===== src/hdl/peg_pkg.sv =====
package peg_pkg;

  typedef enum logic [1:0] {
    MODE_SINGLE   = 2'd0,
    MODE_PERIODIC = 2'd1,
    MODE_GAUSS    = 2'd2,
    MODE_UNUSED   = 2'd3
  } shape_mode_t;

  typedef enum logic [2:0] {
    REG_SHAPE_MODE    = 3'd0,
    REG_RISE          = 3'd1,
    REG_HOLD          = 3'd2,
    REG_FALL          = 3'd3,
    REG_AMPLITUDE     = 3'd4,
    REG_BEGIN         = 3'd5,
    REG_PERIOD        = 3'd6,
    REG_PERIODIC_HOLD = 3'd7
  } cfg_reg_t;

  typedef enum logic [1:0] {
    KIND_ZERO  = 2'd0,
    KIND_AMP   = 2'd1,
    KIND_RAMP  = 2'd2,
    KIND_GAUSS = 2'd3
  } kind_t;

  typedef struct packed {
    shape_mode_t mode;
    logic [31:0] rise;
    logic [31:0] fall;
    logic [31:0] begin_ticks;
    logic [31:0] period;
    logic [32:0] b2_single;
    logic [32:0] b2_periodic;
    logic [33:0] b3_single;
    logic [33:0] b3_periodic;
    logic [33:0] total;
    logic [35:0] total3;
    logic [15:0] mag;
    logic        neg;
  } peg_cfg_t;

  localparam int DIV_W     = 34;
  localparam int DIV_STEPS = 30;
  localparam int REM_W     = 32;
  localparam int REM_STEPS = 32;
  localparam int R_FRAC    = 28;

  // Entry k of the exp table: exp(-16k/depth) in Q30, built by repeated
  // rounded multiplication with a Taylor-series step factor.
  function automatic logic [30:0] exp_entry(input logic [63:0] y, input int k);
    logic [63:0]        term;
    logic signed [63:0] sum;
    logic [63:0]        q;
    logic [63:0]        e;
    term = 64'd1 << 30;
    sum  = 64'sd1 <<< 30;
    for (int n = 1; n <= 24; n++) begin
      term = ((term * y) >> 30) / 64'(n);
      if ((n % 2) == 1) begin
        sum = sum - $signed(term);
      end else begin
        sum = sum + $signed(term);
      end
    end
    q = sum[63] ? 64'd0 : $unsigned(sum);
    e = 64'd1 << 30;
    for (int j = 1; j <= k; j++) begin
      e = (e * q + (64'd1 << 29)) >> 30;
    end
    return e[30:0];
  endfunction

endpackage


===== src/hdl/peg_config.sv =====
module peg_config (
  input  logic                clk,
  input  logic                rst,
  input  logic                cfg_valid,
  output logic                cfg_ready,
  input  logic [2:0]          cfg_index,
  input  logic [31:0]         cfg_data,
  output peg_pkg::peg_cfg_t   cfg
);

  peg_pkg::shape_mode_t mode;
  logic [31:0] rise;
  logic [31:0] hold;
  logic [31:0] fall;
  logic [15:0] amplitude;
  logic [31:0] begin_ticks;
  logic [31:0] period;
  logic [31:0] periodic_hold;

  assign cfg_ready = 1'b1;

  always_ff @(posedge clk) begin
    if (rst) begin
      mode          <= peg_pkg::MODE_SINGLE;
      rise          <= '0;
      hold          <= '0;
      fall          <= '0;
      amplitude     <= '0;
      begin_ticks   <= '0;
      period        <= '0;
      periodic_hold <= '0;
    end else if (cfg_valid && cfg_ready) begin
      unique case (peg_pkg::cfg_reg_t'(cfg_index))
        peg_pkg::REG_SHAPE_MODE:    mode <= peg_pkg::shape_mode_t'(cfg_data[1:0]);
        peg_pkg::REG_RISE:          rise <= cfg_data;
        peg_pkg::REG_HOLD:          hold <= cfg_data;
        peg_pkg::REG_FALL:          fall <= cfg_data;
        peg_pkg::REG_AMPLITUDE:     amplitude <= cfg_data[15:0];
        peg_pkg::REG_BEGIN:         begin_ticks <= cfg_data;
        peg_pkg::REG_PERIOD:        period <= cfg_data;
        peg_pkg::REG_PERIODIC_HOLD: periodic_hold <= cfg_data;
        default: ;
      endcase
    end
  end

  // The segment boundaries and the gaussian span are precomputed once per
  // register change so that the datapath only compares against them.
  always_ff @(posedge clk) begin
    cfg.mode        <= mode;
    cfg.rise        <= rise;
    cfg.fall        <= fall;
    cfg.begin_ticks <= begin_ticks;
    cfg.period      <= period;
    cfg.b2_single   <= {1'b0, rise} + {1'b0, hold};
    cfg.b2_periodic <= {1'b0, rise} + {1'b0, periodic_hold};
    cfg.b3_single   <= {2'b0, rise} + {2'b0, hold} + {2'b0, fall};
    cfg.b3_periodic <= {2'b0, rise} + {2'b0, periodic_hold} + {2'b0, fall};
    cfg.total       <= {2'b0, rise} + {2'b0, hold} + {2'b0, fall};
    cfg.total3      <= {2'b0, rise, 1'b0} + {3'b0, rise} + {2'b0, hold, 1'b0} + {3'b0, hold}
                     + {2'b0, fall, 1'b0} + {3'b0, fall};
    cfg.mag         <= amplitude[15] ? (~amplitude + 16'd1) : amplitude;
    cfg.neg         <= amplitude[15];
  end

endmodule


===== config.mk =====
export PLATFORM = sky130hd
export DESIGN_NAME = peg_config
export DESIGN_NICKNAME = d
export VERILOG_FILES = /design/src/hdl/peg_pkg.sv /design/src/hdl/peg_config.sv
export SDC_FILE = /design/constraint.sdc
export NUM_CORES = 1
export LEC_CHECK = 0
export BUFFER_PORTS_ARGS = -buffer_cell sky130_fd_sc_hd__buf_2
export CAP_MARGIN = 20
export CORE_AREA = 5 5 248 275
export CTS_BUF_LIST = sky130_fd_sc_hd__clkbuf_16
export CTS_CLUSTER_SIZE = 25
export DETAILED_ROUTE_END_ITERATION = 16
export DIE_AREA = 0 0 253 280
export PLACE_DENSITY = 0.72
export RECOVER_POWER = 50
export SLEW_MARGIN = 5
export SYNTH_ARGS = -nofsm -noshare
export SYNTH_HDL_FRONTEND = slang
export SYNTH_SLANG_ARGS = --single-unit

===== constraint.sdc =====
create_clock -name clk -period 4.2 [get_ports clk]
set_input_delay 1.05 -clock clk [delete_from_list [all_inputs] [get_ports clk]]
set_output_delay 1.05 -clock clk [all_outputs]
set_load 0.02 [all_outputs]

==> PnR_summary.wiki <==
{| class="wikitable"
! Metric !! Value
|-
| Run status || complete, but fails checks
|-
| Failing checks || capacitance limit, slew limit, setup timing
|-
| Detailed-routing iteration count for the pre-antenna-repair pass || 5
|-
| Maximum ir drop on the vdd rail || 342.1 uV
|-
| Commonest cells after routing, fill and taps aside || dfxtp_1, nand2_1, a21oi_1
|-
| CTS H-tree lvls || 2
|-
| Post-detailed-placement half-perimeter wirelength || 61360 um
|-
| Synth Net Count || 3208
|-
| Routed wire length || 79060 um
|-
| Per-instance average area after synthesis || 9.366 um2
|-
| Number of vias after detailed routing || 21400
|-
| Clock buffers created by TritonCTS || 55
|-
| Number of design-rule violations left by the first detailed-router iteration || 1800
|-
| Initial antenna violation count || 2
|-
| Root Buffer Master || clkbuf_16
|-
| Fmax || 231.1 MHz
|-
| Ys async rst share || 0%
|-
| Number of enable flip-flop cells after synthesis || 0
|-
| Number of pins exceeding their max-slew limit in the final report || 307
|-
| Standard-cell row count || 99
|-
| Fraction of power spent switching nets || 26.25%
|-
| Post-layout min period || 4.328 ns
|-
| Std-Cell Core Area || 0.06540 mm2
|-
| Relative max-transition margin || -61.51%
|-
| Combinational power share || 10.7%
|-
| Area of the multi-input gates || 0.01445 mm2
|-
| Highest-utilization routing layer at the global route stage || met2
|-
| Total of flip-flops plus latches after synthesis || 526
|-
| Number of distinct library cell variants in the gate-level netlist after synthesis || 72
|-
| Type of the worst setup path || register to register
|-
| Internal power summed over all cells || 0.008694 W
|-
| Global-route wire length before repair || 116900 um
|-
| Startpoint type of the worst setup path || register
|-
| Final setup skew || 0.02459 ns
|-
| Most common library cell in the layout ignoring fill and taps || dfxtp_1
|-
| P_sw || 0.003094 W
|-
| Slew at the pin closest to its max-slew limit || 2.423 ns
|-
| Unrepaired setup endpoints after global routing || true
|-
| Met3 layer usage reported by global route || 5.154%
|-
| Post-Synthesis Cell Area || 0.02638 mm2
|-
| Seq pwr share || 44.6%
|-
| Post-CTS clock slew at the launch and capture registers of the worst setup and hold paths || 0.06 ns
|-
| Crit end category || register
|-
| Antenna viol nets, final || 0
|-
| Pin count of the biggest net entering global routing || 109
|-
| Leak || 15.50 nW
|-
| Path type of the worst min-delay path || register to register
|-
| Met1 routing resource usage after global routing || 25.23%
|-
| Area taken by flip-flops and latches || 0.01055 mm2
|-
| Total of endpoints with negative setup slack in the final report || 4
|-
| Final routed wire length divided by cell count || 18.78 um
|-
| Areal power density over the cells || 368.6 mW/mm2
|-
| Part of the total power dissipated in the clock network || 44.7%
|-
| TritonCTS clock tree || done
|-
| Final hold slack || 0.3466 ns
|-
| Remaining Overflow, GRT || 0
|-
| Final Net Count || 3693
|-
| Signal arrival time at the worst endpoint || 4.89 ns
|-
| Count of buffers inserted at the top-level ports || 388
|-
| Routability Congestion || 0.9252
|-
| Die Area || 0.07084 mm2
|-
| Via count normalized by instance count || 5.083
|-
| Cell count after synthesis || 2817
|-
| I/O Pins || 390
|-
| Vias in the first global route || 20320
|-
| Die boundary width || 253 um
|-
| Met2 routing resource usage after global routing || 37.81%
|-
| Worst-case clock buffer depth || 3
|-
| Pre-CTS setup slack || -0.3484 ns
|-
| Layout cell share with drive strength beyond 1 || 17.86%
|-
| Final routed DRC violation total || 0
|-
| Prevailing post-synth register cell || dfxtp_1
|-
| Worst path required time || 4.76 ns
|-
| Fillcell total || 6171
|-
| Portion of the post-synthesis area used by sequential elements || 39.91%
|-
| Yosys warning count || 0
|-
| Later-pin clock latency in the skew report || 0.62 ns
|-
| Die span in y || 280 um
|-
| Final period utilization || 103.0%
|-
| Number of clock sinks seen by CTS || 526
|-
| Overall routing resource usage || 21.36%
|-
| Fin. Hold Viols || 0
|-
| Final critical-path setup slack || -0.1277 ns
|-
| Starting density of the core || 40.34%
|-
| Max Cap Viol || 7
|-
| Area growth from synthesis to layout || 21.21%
|-
| Biggest fanout along the worst timing path || 3
|}
-- state kept, by name, summed over array words and instances (netlist names) --
signal         cells
fall              32
rise              32
hold              32
begin_ticks       32
periodic_hold     32
mode               2
amplitude         16
period            32
cfg              316
-- cells in the mapped netlist, types with 14 or more instances --
library cell,instances,area share (%)
a21o_1,77,2.2
a21oi_1,354,6.7
a31oi_1,20,0.47
and3_1,16,0.38
buf_4,36,1.0
clkbuf_1,86,1.2
dfxtp_1,526,40
fa_1,193,15
ha_1,160,7.6
inv_1,288,4.1
nand2_1,512,7.3
nand2b_1,16,0.38
nand3_1,35,0.66
nor2_1,71,1.0
nor2b_1,17,0.40
o211ai_1,14,0.40
o21a_1,19,0.54
o21ai_0,64,1.2
o21bai_1,19,0.54
xnor2_1,117,3.9
xor2_1,40,1.3
-- power groups by stage --
| stage | combinational, W | sequential (W) | clock [W] |
|---|---|---|---|
| 2_1_floorplan | 0.000581 | 0.00555 | 0 |
| 3_3_place_gp | 0.00125 | 0.00537 | 0 |
| 3_5_place_dp | 0.00126 | 0.00537 | 0 |
| 4_1_cts | 0.00127 | 0.00526 | 0.00539 |
| 5_1_grt | 0.00138 | 0.00528 | 0.00560 |
| 6_report | 0.00126 | 0.00526 | 0.00527 |
-- per-layer routing --
layer | vias up | part of all wire [%]
met4 | 4 | 4.0
li1 | 10220 | -
met3 | 164 | 7.7
met5 | - | 0.025
met2 | 776 | 51
met1 | 10230 | 38
-- area by class of cell --
cell class	instances	area share [%]
clock buffer	57	4.460
inverter	288	3.380
timing repair buffer	553	8.955
antenna	2	0.01565
sequential	526	32.98
multi-input combinational	1878	45.18
tap	858	3.357
clock inverter	47	1.678
-- timing repair --
item,4_1_cts,5_1_grt
pin swaps,21,31
gates resized for setup,18,30
endpoints found under the setup margin,9,16
setup buffers,0,2
hold buffers,0,0
-- metrics by stage --
stage	setup TNS (ns)	util, %	area (um2)	instances	total power, W
3_3_place_gp	-1.475	45.99	30080	4101	0.006615
6_report	-0.3753	48.90	31980	4209	0.01179
3_5_place_dp	-1.690	45.99	30080	4101	0.006631
5_1_grt	-1.686	48.89	31980	4207	0.01225
2_1_floorplan	0	-	26420	2817	0.006132
4_1_cts	-0.6636	49.11	32120	4205	0.01193
-- critical path, cell delays in order (launching register included) --
cell and delay (ns):
dfxtp_4 0.34, inv_2 0.05, fa_1 0.52, inv_1 0.05, fa_1 0.54, inv_1 0.05, fa_1 0.49, inv_2 0.06
ha_4 0.22, a211oi_4 0.28, o21bai_4 0.12, o2111ai_2 0.21, and3_4 0.25, a31oi_4 0.12, o211ai_1 0.34, a21oi_2 0.12
or4_1 0.41, nand3_1 0.08
-- worst paths after layout --
| check | start | endpoint | slack (ns) | depth (start not counted) |
|---|---|---|---|---|
| worst max-delay path | rise[3] | cfg[49] | -0.13 | 17 |
| worst min-delay path | begin_ticks[9] | cfg[262] | 0.35 | 0 |
| worst max register to register | rise[3] | cfg[49] | -0.13 | 17 |
| worst min register to register | begin_ticks[9] | cfg[262] | 0.35 | 0 |
-- kinds of logic after synthesis --
logic type | share of synthesized area, %
compound gates | 14.72
buf+inv | 6.397
flops | 39.91
other cells | 0.01421
xor+xnor | 5.212
fa+ha+maj | 22.23
mux | 0.1138
simple gates | 11.40
Note: power is estimated with default switching activity, not from simulation.
