[src/hdl/peg_divider.sv]
module peg_divider #(
  parameter int DEN_W  = 34,
  parameter int STEPS  = 30,
  parameter int SIDE_W = 2
) (
  input  logic                     clk,
  input  logic                     rst,
  input  logic                     en,
  input  logic                     in_valid,
  input  logic [DEN_W+STEPS-1:0]   dividend,
  input  logic [DEN_W-1:0]         divisor,
  input  logic [SIDE_W-1:0]        side,
  output logic                     out_valid,
  output logic [STEPS-1:0]         quotient,
  output logic [DEN_W-1:0]         remainder,
  output logic [SIDE_W-1:0]        out_side
);

  logic              vld     [STEPS];
  logic [DEN_W-1:0]  rem     [STEPS];
  logic [STEPS-1:0]  low     [STEPS];
  logic [STEPS-1:0]  quo     [STEPS];
  logic [DEN_W-1:0]  dvs     [STEPS];
  logic [SIDE_W-1:0] sd      [STEPS];

  logic              cur_vld [STEPS];
  logic [DEN_W-1:0]  cur_rem [STEPS];
  logic [STEPS-1:0]  cur_low [STEPS];
  logic [STEPS-1:0]  cur_quo [STEPS];
  logic [DEN_W-1:0]  cur_dvs [STEPS];
  logic [SIDE_W-1:0] cur_sd  [STEPS];
  logic [DEN_W:0]    trial   [STEPS];
  logic              ge      [STEPS];
  logic [DEN_W-1:0]  nxt_rem [STEPS];

  // One restoring step per stage: bring down the next dividend bit and
  // subtract the divisor when it fits.
  always_comb begin
    cur_vld[0] = in_valid;
    cur_rem[0] = dividend[DEN_W+STEPS-1:STEPS];
    cur_low[0] = dividend[STEPS-1:0];
    cur_quo[0] = '0;
    cur_dvs[0] = divisor;
    cur_sd[0]  = side;
    for (int s = 1; s < STEPS; s++) begin
      cur_vld[s] = vld[s-1];
      cur_rem[s] = rem[s-1];
      cur_low[s] = low[s-1];
      cur_quo[s] = quo[s-1];
      cur_dvs[s] = dvs[s-1];
      cur_sd[s]  = sd[s-1];
    end
    for (int s = 0; s < STEPS; s++) begin
      trial[s]   = {cur_rem[s], cur_low[s][STEPS-1]};
      ge[s]      = trial[s] >= {1'b0, cur_dvs[s]};
      nxt_rem[s] = ge[s] ? DEN_W'(trial[s] - {1'b0, cur_dvs[s]}) : trial[s][DEN_W-1:0];
    end
  end

  always_ff @(posedge clk) begin
    if (rst) begin
      for (int s = 0; s < STEPS; s++) begin
        vld[s] <= 1'b0;
      end
    end else if (en) begin
      for (int s = 0; s < STEPS; s++) begin
        vld[s] <= cur_vld[s];
      end
    end
  end

  always_ff @(posedge clk) begin
    if (en) begin
      for (int s = 0; s < STEPS; s++) begin
        rem[s] <= nxt_rem[s];
        low[s] <= cur_low[s] << 1;
        quo[s] <= {cur_quo[s][STEPS-2:0], ge[s]};
        dvs[s] <= cur_dvs[s];
        sd[s]  <= cur_sd[s];
      end
    end
  end

  assign out_valid = vld[STEPS-1];
  assign quotient  = quo[STEPS-1];
  assign remainder = rem[STEPS-1];
  assign out_side  = sd[STEPS-1];

endmodule

[config.mk]
export PLATFORM = sky130hd
export DESIGN_NAME = peg_divider
export DESIGN_NICKNAME = d
export VERILOG_FILES = /design/src/hdl/peg_divider.sv
export SDC_FILE = /design/constraint.sdc
export NUM_CORES = 2
export LEC_CHECK = 0
export BUFFER_PORTS_ARGS = -buffer_cell sky130_fd_sc_hd__clkbuf_2
export CORE_AREA = 2 2 592 594
export CTS_CLUSTER_DIAMETER = 200
export DETAILED_ROUTE_END_ITERATION = 6
export DIE_AREA = 0 0 594 596
export SLEW_MARGIN = 5
export SYNTH_ARGS = -nofsm -noshare
export SYNTH_HDL_FRONTEND = slang
export SYNTH_SLANG_ARGS = --single-unit
[constraint.sdc]
create_clock -name clk -period 8.1 [get_ports clk]
set_input_delay 0.81 -clock clk [delete_from_list [all_inputs] [get_ports clk]]
set_output_delay 0.81 -clock clk [all_outputs]
set_load 0.01 [all_outputs]
==> qor_table.md <==
| Metric | Reported | Unit |
|---|---|---|
| Number of buffers added by the clock tree synthesis step | 340 | - |
| I/O pin total | 171 | - |
| Cells resized by post-CTS repair | 0 | - |
| Global route total overflow | 0 | - |
| Worst setup skew after layout | 0.0420 | ns |
| Fill cell total of the finished layout | 30268 | - |
| Hold Violations, Final | 0 | - |
| Synth Net Count | 13963 | - |
| Net count of the finished layout | 14304 | - |
| Fraction of synthesized cell area taken by the top area cell type | 57.7 | % |
| Number of endpoints failing setup at the final stage | 0 | - |
| CP Capture Type | flop | - |
| Met2 Usage GRT | 33.5 | % |
| DRC violations left | 2 | - |
| Power density over the cells | 412 | nW/µm² |
| Count of vias placed by the detailed router | 99909 | - |
| Synthesized netlist cell count | 12809 | - |
| Final worst-path cycle share | 61.2 | % |
| Die Wd | 594 | µm |
| DR vias/cell | 5.54 | - |
| Number of clock sinks | 2996 | - |
| Initial antenna violation count | 19 | - |
| Worst path bufs/invs | 1 | - |
| Maximum number of pins on one net before global-route repair | 174 | - |
| Yosys top cell by area | sky130_fd_sc_hd__edfxtp_1 | - |
| Number of DRC markers after the initial detailed-route iteration | 8824 | - |
| Post-Place Cells | 17382 | - |
| Clock-pin slew on the worst setup and hold paths | 0.06 | ns |
| Core region area | 348000 | µm² |
| Vias in the first global route | 98022 | - |
| Count of nets left with antenna violations after detail routing | 0 | - |
| Sum of routed wire length over all layers | 383 | mm |
| Pre-antenna DRT Iters | 7 | - |
| Most area-consuming cells after synthesis | sky130_fd_sc_hd__edfxtp_1 58%, sky130_fd_sc_hd__ha_1 8.2%, sky130_fd_sc_hd__mux2_2 3.6% | - |
| Peak Freq | 202 | MHz |
| Cells along the critical path | ha_1 -> nor2b_1 -> o21ai_0 -> a21boi_1 -> o41ai_1 -> a21boi_1 -> nor3_1 -> nor2_1 -> a41o_1 -> a211o_1 -> a21oi_4 -> buf_4 -> mux2_2 | - |
| Met1 Resource Use GR | 29.8 | % |
| Clock tree from TritonCTS | yes | - |
| Setup repair after global routing missed its margin | no | - |
| Violated checks | design-rule violations | - |
| Proportion of synthesized flip-flops having asynchronous set or reset | 0 | % |
| Standby leakage power | 0.0700 | µW |
| Die area | 354000 | µm² |
| Register cell area after layout | 90000 | µm² |
| Area of the mapped netlist | 156000 | µm² |
| Setup tns final | 0 | ns |
| Routed WL per cell | 21.2 | µm |
| Yosys warns | 0 | - |
| Distinct cell type count after synthesis | 103 | - |
| Buffers added on ports | 170 | - |
| Total number of H-tree levels | 5 | - |
| Global Route met3 Usage | 3.45 | % |
| Non-filler cells, final | 18034 | - |
| Min cycle time layout | 4.96 | ns |
| Fraction of layout cells with a size suffix above 1 | 10.3 | % |
| Starting density of the core | 44.9 | % |
| Result of the run | finished with violations | - |
| Post-synthesis area per instance | 12.2 | µm² |
| Count of pins over their slew limit | 0 | - |
| Cell family with most CP delay | compound AO/OA/AOI/OAI gates | - |
| Leading register cell type out of synthesis | sky130_fd_sc_hd__edfxtp_1 | - |
| Global-route wire length before repair | 585 | mm |
| CTS Hold Buffers Added | 25 | - |
| Register bit count reported by yosys | 2996 | - |
| Arrival @ worst endpoint | 5.62 | ns |
| Grt peak-use layer | met2 | - |
| Number of enable flip-flop cells after synthesis | 2996 | - |
| Critical path's slowest cell | sky130_fd_sc_hd__o41ai_1 | - |
| Max-slew headroom at the worst pin | 10.8 | % |
| Synth-to-layout area growth | 11.5 | % |
| Clk Tree Root Cell | sky130_fd_sc_hd__clkbuf_16 | - |
| Delay of the slowest cell on the worst path | 0.72 | ns |
| Final RePlAce weighted congestion | 0.933 | - |
| Later-pin clock latency in the skew report | 0.94 | ns |
| Most prevalent standard cell on the critical path | sky130_fd_sc_hd__a21boi_1 | - |
| Area occupied by multi-input gates | 60200 | µm² |
| Type of the worst setup path | reg -> reg | - |
| Proportion of synthesized chip area in sequential cells | 57.7 | % |
| Post-CTS repair timing setup buffer count | 0 | - |
| Global router's overall resource usage | 21.1 | % |
| Max-capacitance violation count | 0 | - |
| Post-DP HPWL | 285 | mm |
| Worst hold-check path type | in -> reg | - |
| Final worst hold slack | 0.0816 | ns |
| Peak fanout along the critical path | 27 | - |
| Number of rows in the core area | 217 | - |
| Die boundary height | 596 | µm |
| Startpoint type of the worst setup path | flop | - |
| Data required time of the critical path | 8.76 | ns |
| Clk buf depth | 4 | - |
| Maximum vdd drop | 246 | µV |
| Worst-margin pin slew | 1.33 | ns |
==> cells by family (layout without fill, tap and decap cells) <==
| kind of cell | Yosys count | count (layout) | synth area share [%] |
|---|---|---|---|
| flip-flops | 2996 | 2996 | 57.7 |
| multiplexers | 558 | 558 | 4.07 |
| AO/OA/AOI/OAI | 3240 | 3240 | 13.1 |
| XOR/XNOR | 892 | 892 | 5.01 |
| AND/OR/NAND/NOR | 2505 | 2505 | 7.72 |
| other | 0 | 8 | 0 |
| buffers and inverters | 1568 | 2186 | 3.86 |
| adder cells (fa/ha/maj) | 1050 | 1050 | 8.56 |
==> cell usage in the layout, fill, tap and decap left out, types with 79 or more instances in the layout <==
cell and instances:
sky130_fd_sc_hd__nand2b_1 121, sky130_fd_sc_hd__inv_1 1308, sky130_fd_sc_hd__o21bai_1 160, sky130_fd_sc_hd__nor2_1 659, sky130_fd_sc_hd__clkbuf_16 345, sky130_fd_sc_hd__ha_1 1020, sky130_fd_sc_hd__clkbuf_2 169, sky130_fd_sc_hd__mux2_2 503
sky130_fd_sc_hd__nand4_1 165, sky130_fd_sc_hd__a21oi_1 1006, sky130_fd_sc_hd__xnor2_1 559, sky130_fd_sc_hd__nor3_1 120, sky130_fd_sc_hd__nand3_1 168, sky130_fd_sc_hd__and2_1 79, sky130_fd_sc_hd__and3_1 89, sky130_fd_sc_hd__a21o_1 620
sky130_fd_sc_hd__xor2_1 333, sky130_fd_sc_hd__nand2_1 735, sky130_fd_sc_hd__o21ai_0 698, sky130_fd_sc_hd__o21a_1 119, sky130_fd_sc_hd__a31oi_1 104, sky130_fd_sc_hd__nor2b_1 156, sky130_fd_sc_hd__edfxtp_1 2996
==> stage by stage <==
stage | utilization (%) | power (µW) | setup WS (ns) | cell area (µm²)
6_report | 50.0 | 71600 | 3.14 | 174000
5_1_grt | 50.0 | 76100 | 2.84 | 174000
4_1_cts | 50.0 | 71900 | 3.27 | 174000
3_5_place_dp | 46.7 | 55700 | 3.16 | 162000
3_3_place_gp | 46.7 | 55300 | 3.18 | 162000
2_1_floorplan | - | 47200 | 4.30 | 156000
==> synthesized netlist by cell type, types with 23 or more instances <==
library cell and n:
sky130_fd_sc_hd__mux2i_1 28, sky130_fd_sc_hd__a21o_1 622, sky130_fd_sc_hd__nor2_1 660, sky130_fd_sc_hd__o21ai_0 698
sky130_fd_sc_hd__a31oi_1 104, sky130_fd_sc_hd__o211ai_1 34, sky130_fd_sc_hd__nor4_1 41, sky130_fd_sc_hd__o31a_1 23
sky130_fd_sc_hd__nand2b_1 121, sky130_fd_sc_hd__or3_1 30, sky130_fd_sc_hd__nor2b_1 156, sky130_fd_sc_hd__a31o_2 29
sky130_fd_sc_hd__nand4_1 165, sky130_fd_sc_hd__mux2_4 26, sky130_fd_sc_hd__buf_2 40, sky130_fd_sc_hd__and3_1 89
sky130_fd_sc_hd__o31ai_1 60, sky130_fd_sc_hd__and4_1 30, sky130_fd_sc_hd__a211o_1 27, sky130_fd_sc_hd__or2_2 33
sky130_fd_sc_hd__nand2_1 735, sky130_fd_sc_hd__nand3_1 171, sky130_fd_sc_hd__ha_1 1020, sky130_fd_sc_hd__a21boi_0 26
sky130_fd_sc_hd__inv_1 1308, sky130_fd_sc_hd__clkbuf_1 191, sky130_fd_sc_hd__a211oi_1 61, sky130_fd_sc_hd__xor2_1 333
sky130_fd_sc_hd__o21a_1 120, sky130_fd_sc_hd__mux2_2 503, sky130_fd_sc_hd__o21bai_1 160, sky130_fd_sc_hd__a221oi_1 28
sky130_fd_sc_hd__fa_1 30, sky130_fd_sc_hd__edfxtp_1 2996, sky130_fd_sc_hd__and2_1 79, sky130_fd_sc_hd__xnor2_1 559
sky130_fd_sc_hd__nor3_1 120, sky130_fd_sc_hd__a21oi_1 1009
==> sequential cells by signal, indices dropped and copies added, names as in the netlist <==
signal / count
sd: 60
vld: 30
low: 435
dvs: 986
rem: 1020
quo: 465
==> metal layers <==
layer | routed length (µm) | vias to the layer above
li1 | - | 47961
met1 | 175000 | 48695
met2 | 174000 | 2697
met3 | 22800 | 554
met4 | 10900 | 2
met5 | 15 | -
==> area by class of cell <==
cell class                      count  area share, %
Antenna cell                        8         0.0115
Clock buffer                      398           5.08
Clock inverter                    221           1.39
Inverter                         1308           2.82
Multi-Input combinational cell   8245           34.6
Sequential cell                  2996           51.7
Tap cell                         4599           3.31
Timing Repair Buffer              259           1.03
==> power breakdown <==
part | internal (µW) | leakage (µW) | switching [µW]
Combinational | 13500 | 0.0353 | 17600
Sequential | 22500 | 0.0293 | 2440
Clock | 9240 | 0.00544 | 6380
Total | 45200 | 0.0700 | 26400
==> worst paths after layout <==
check,from,endpoint,depth (start not counted),slack [ns]
max reg2reg,rem[0][68]$_DFFE_PP_,rem[0][107]$_DFFE_PP_,13,3.14
min,dividend[27],low[0][27]$_DFFE_PP_,1,0.08
min reg2reg,quo[0][371]$_DFFE_PP_,quo[0][402]$_DFFE_PP_,0,0.40
max,rem[0][68]$_DFFE_PP_,rem[0][107]$_DFFE_PP_,13,3.14
Note: power is estimated with default switching activity, not from simulation.
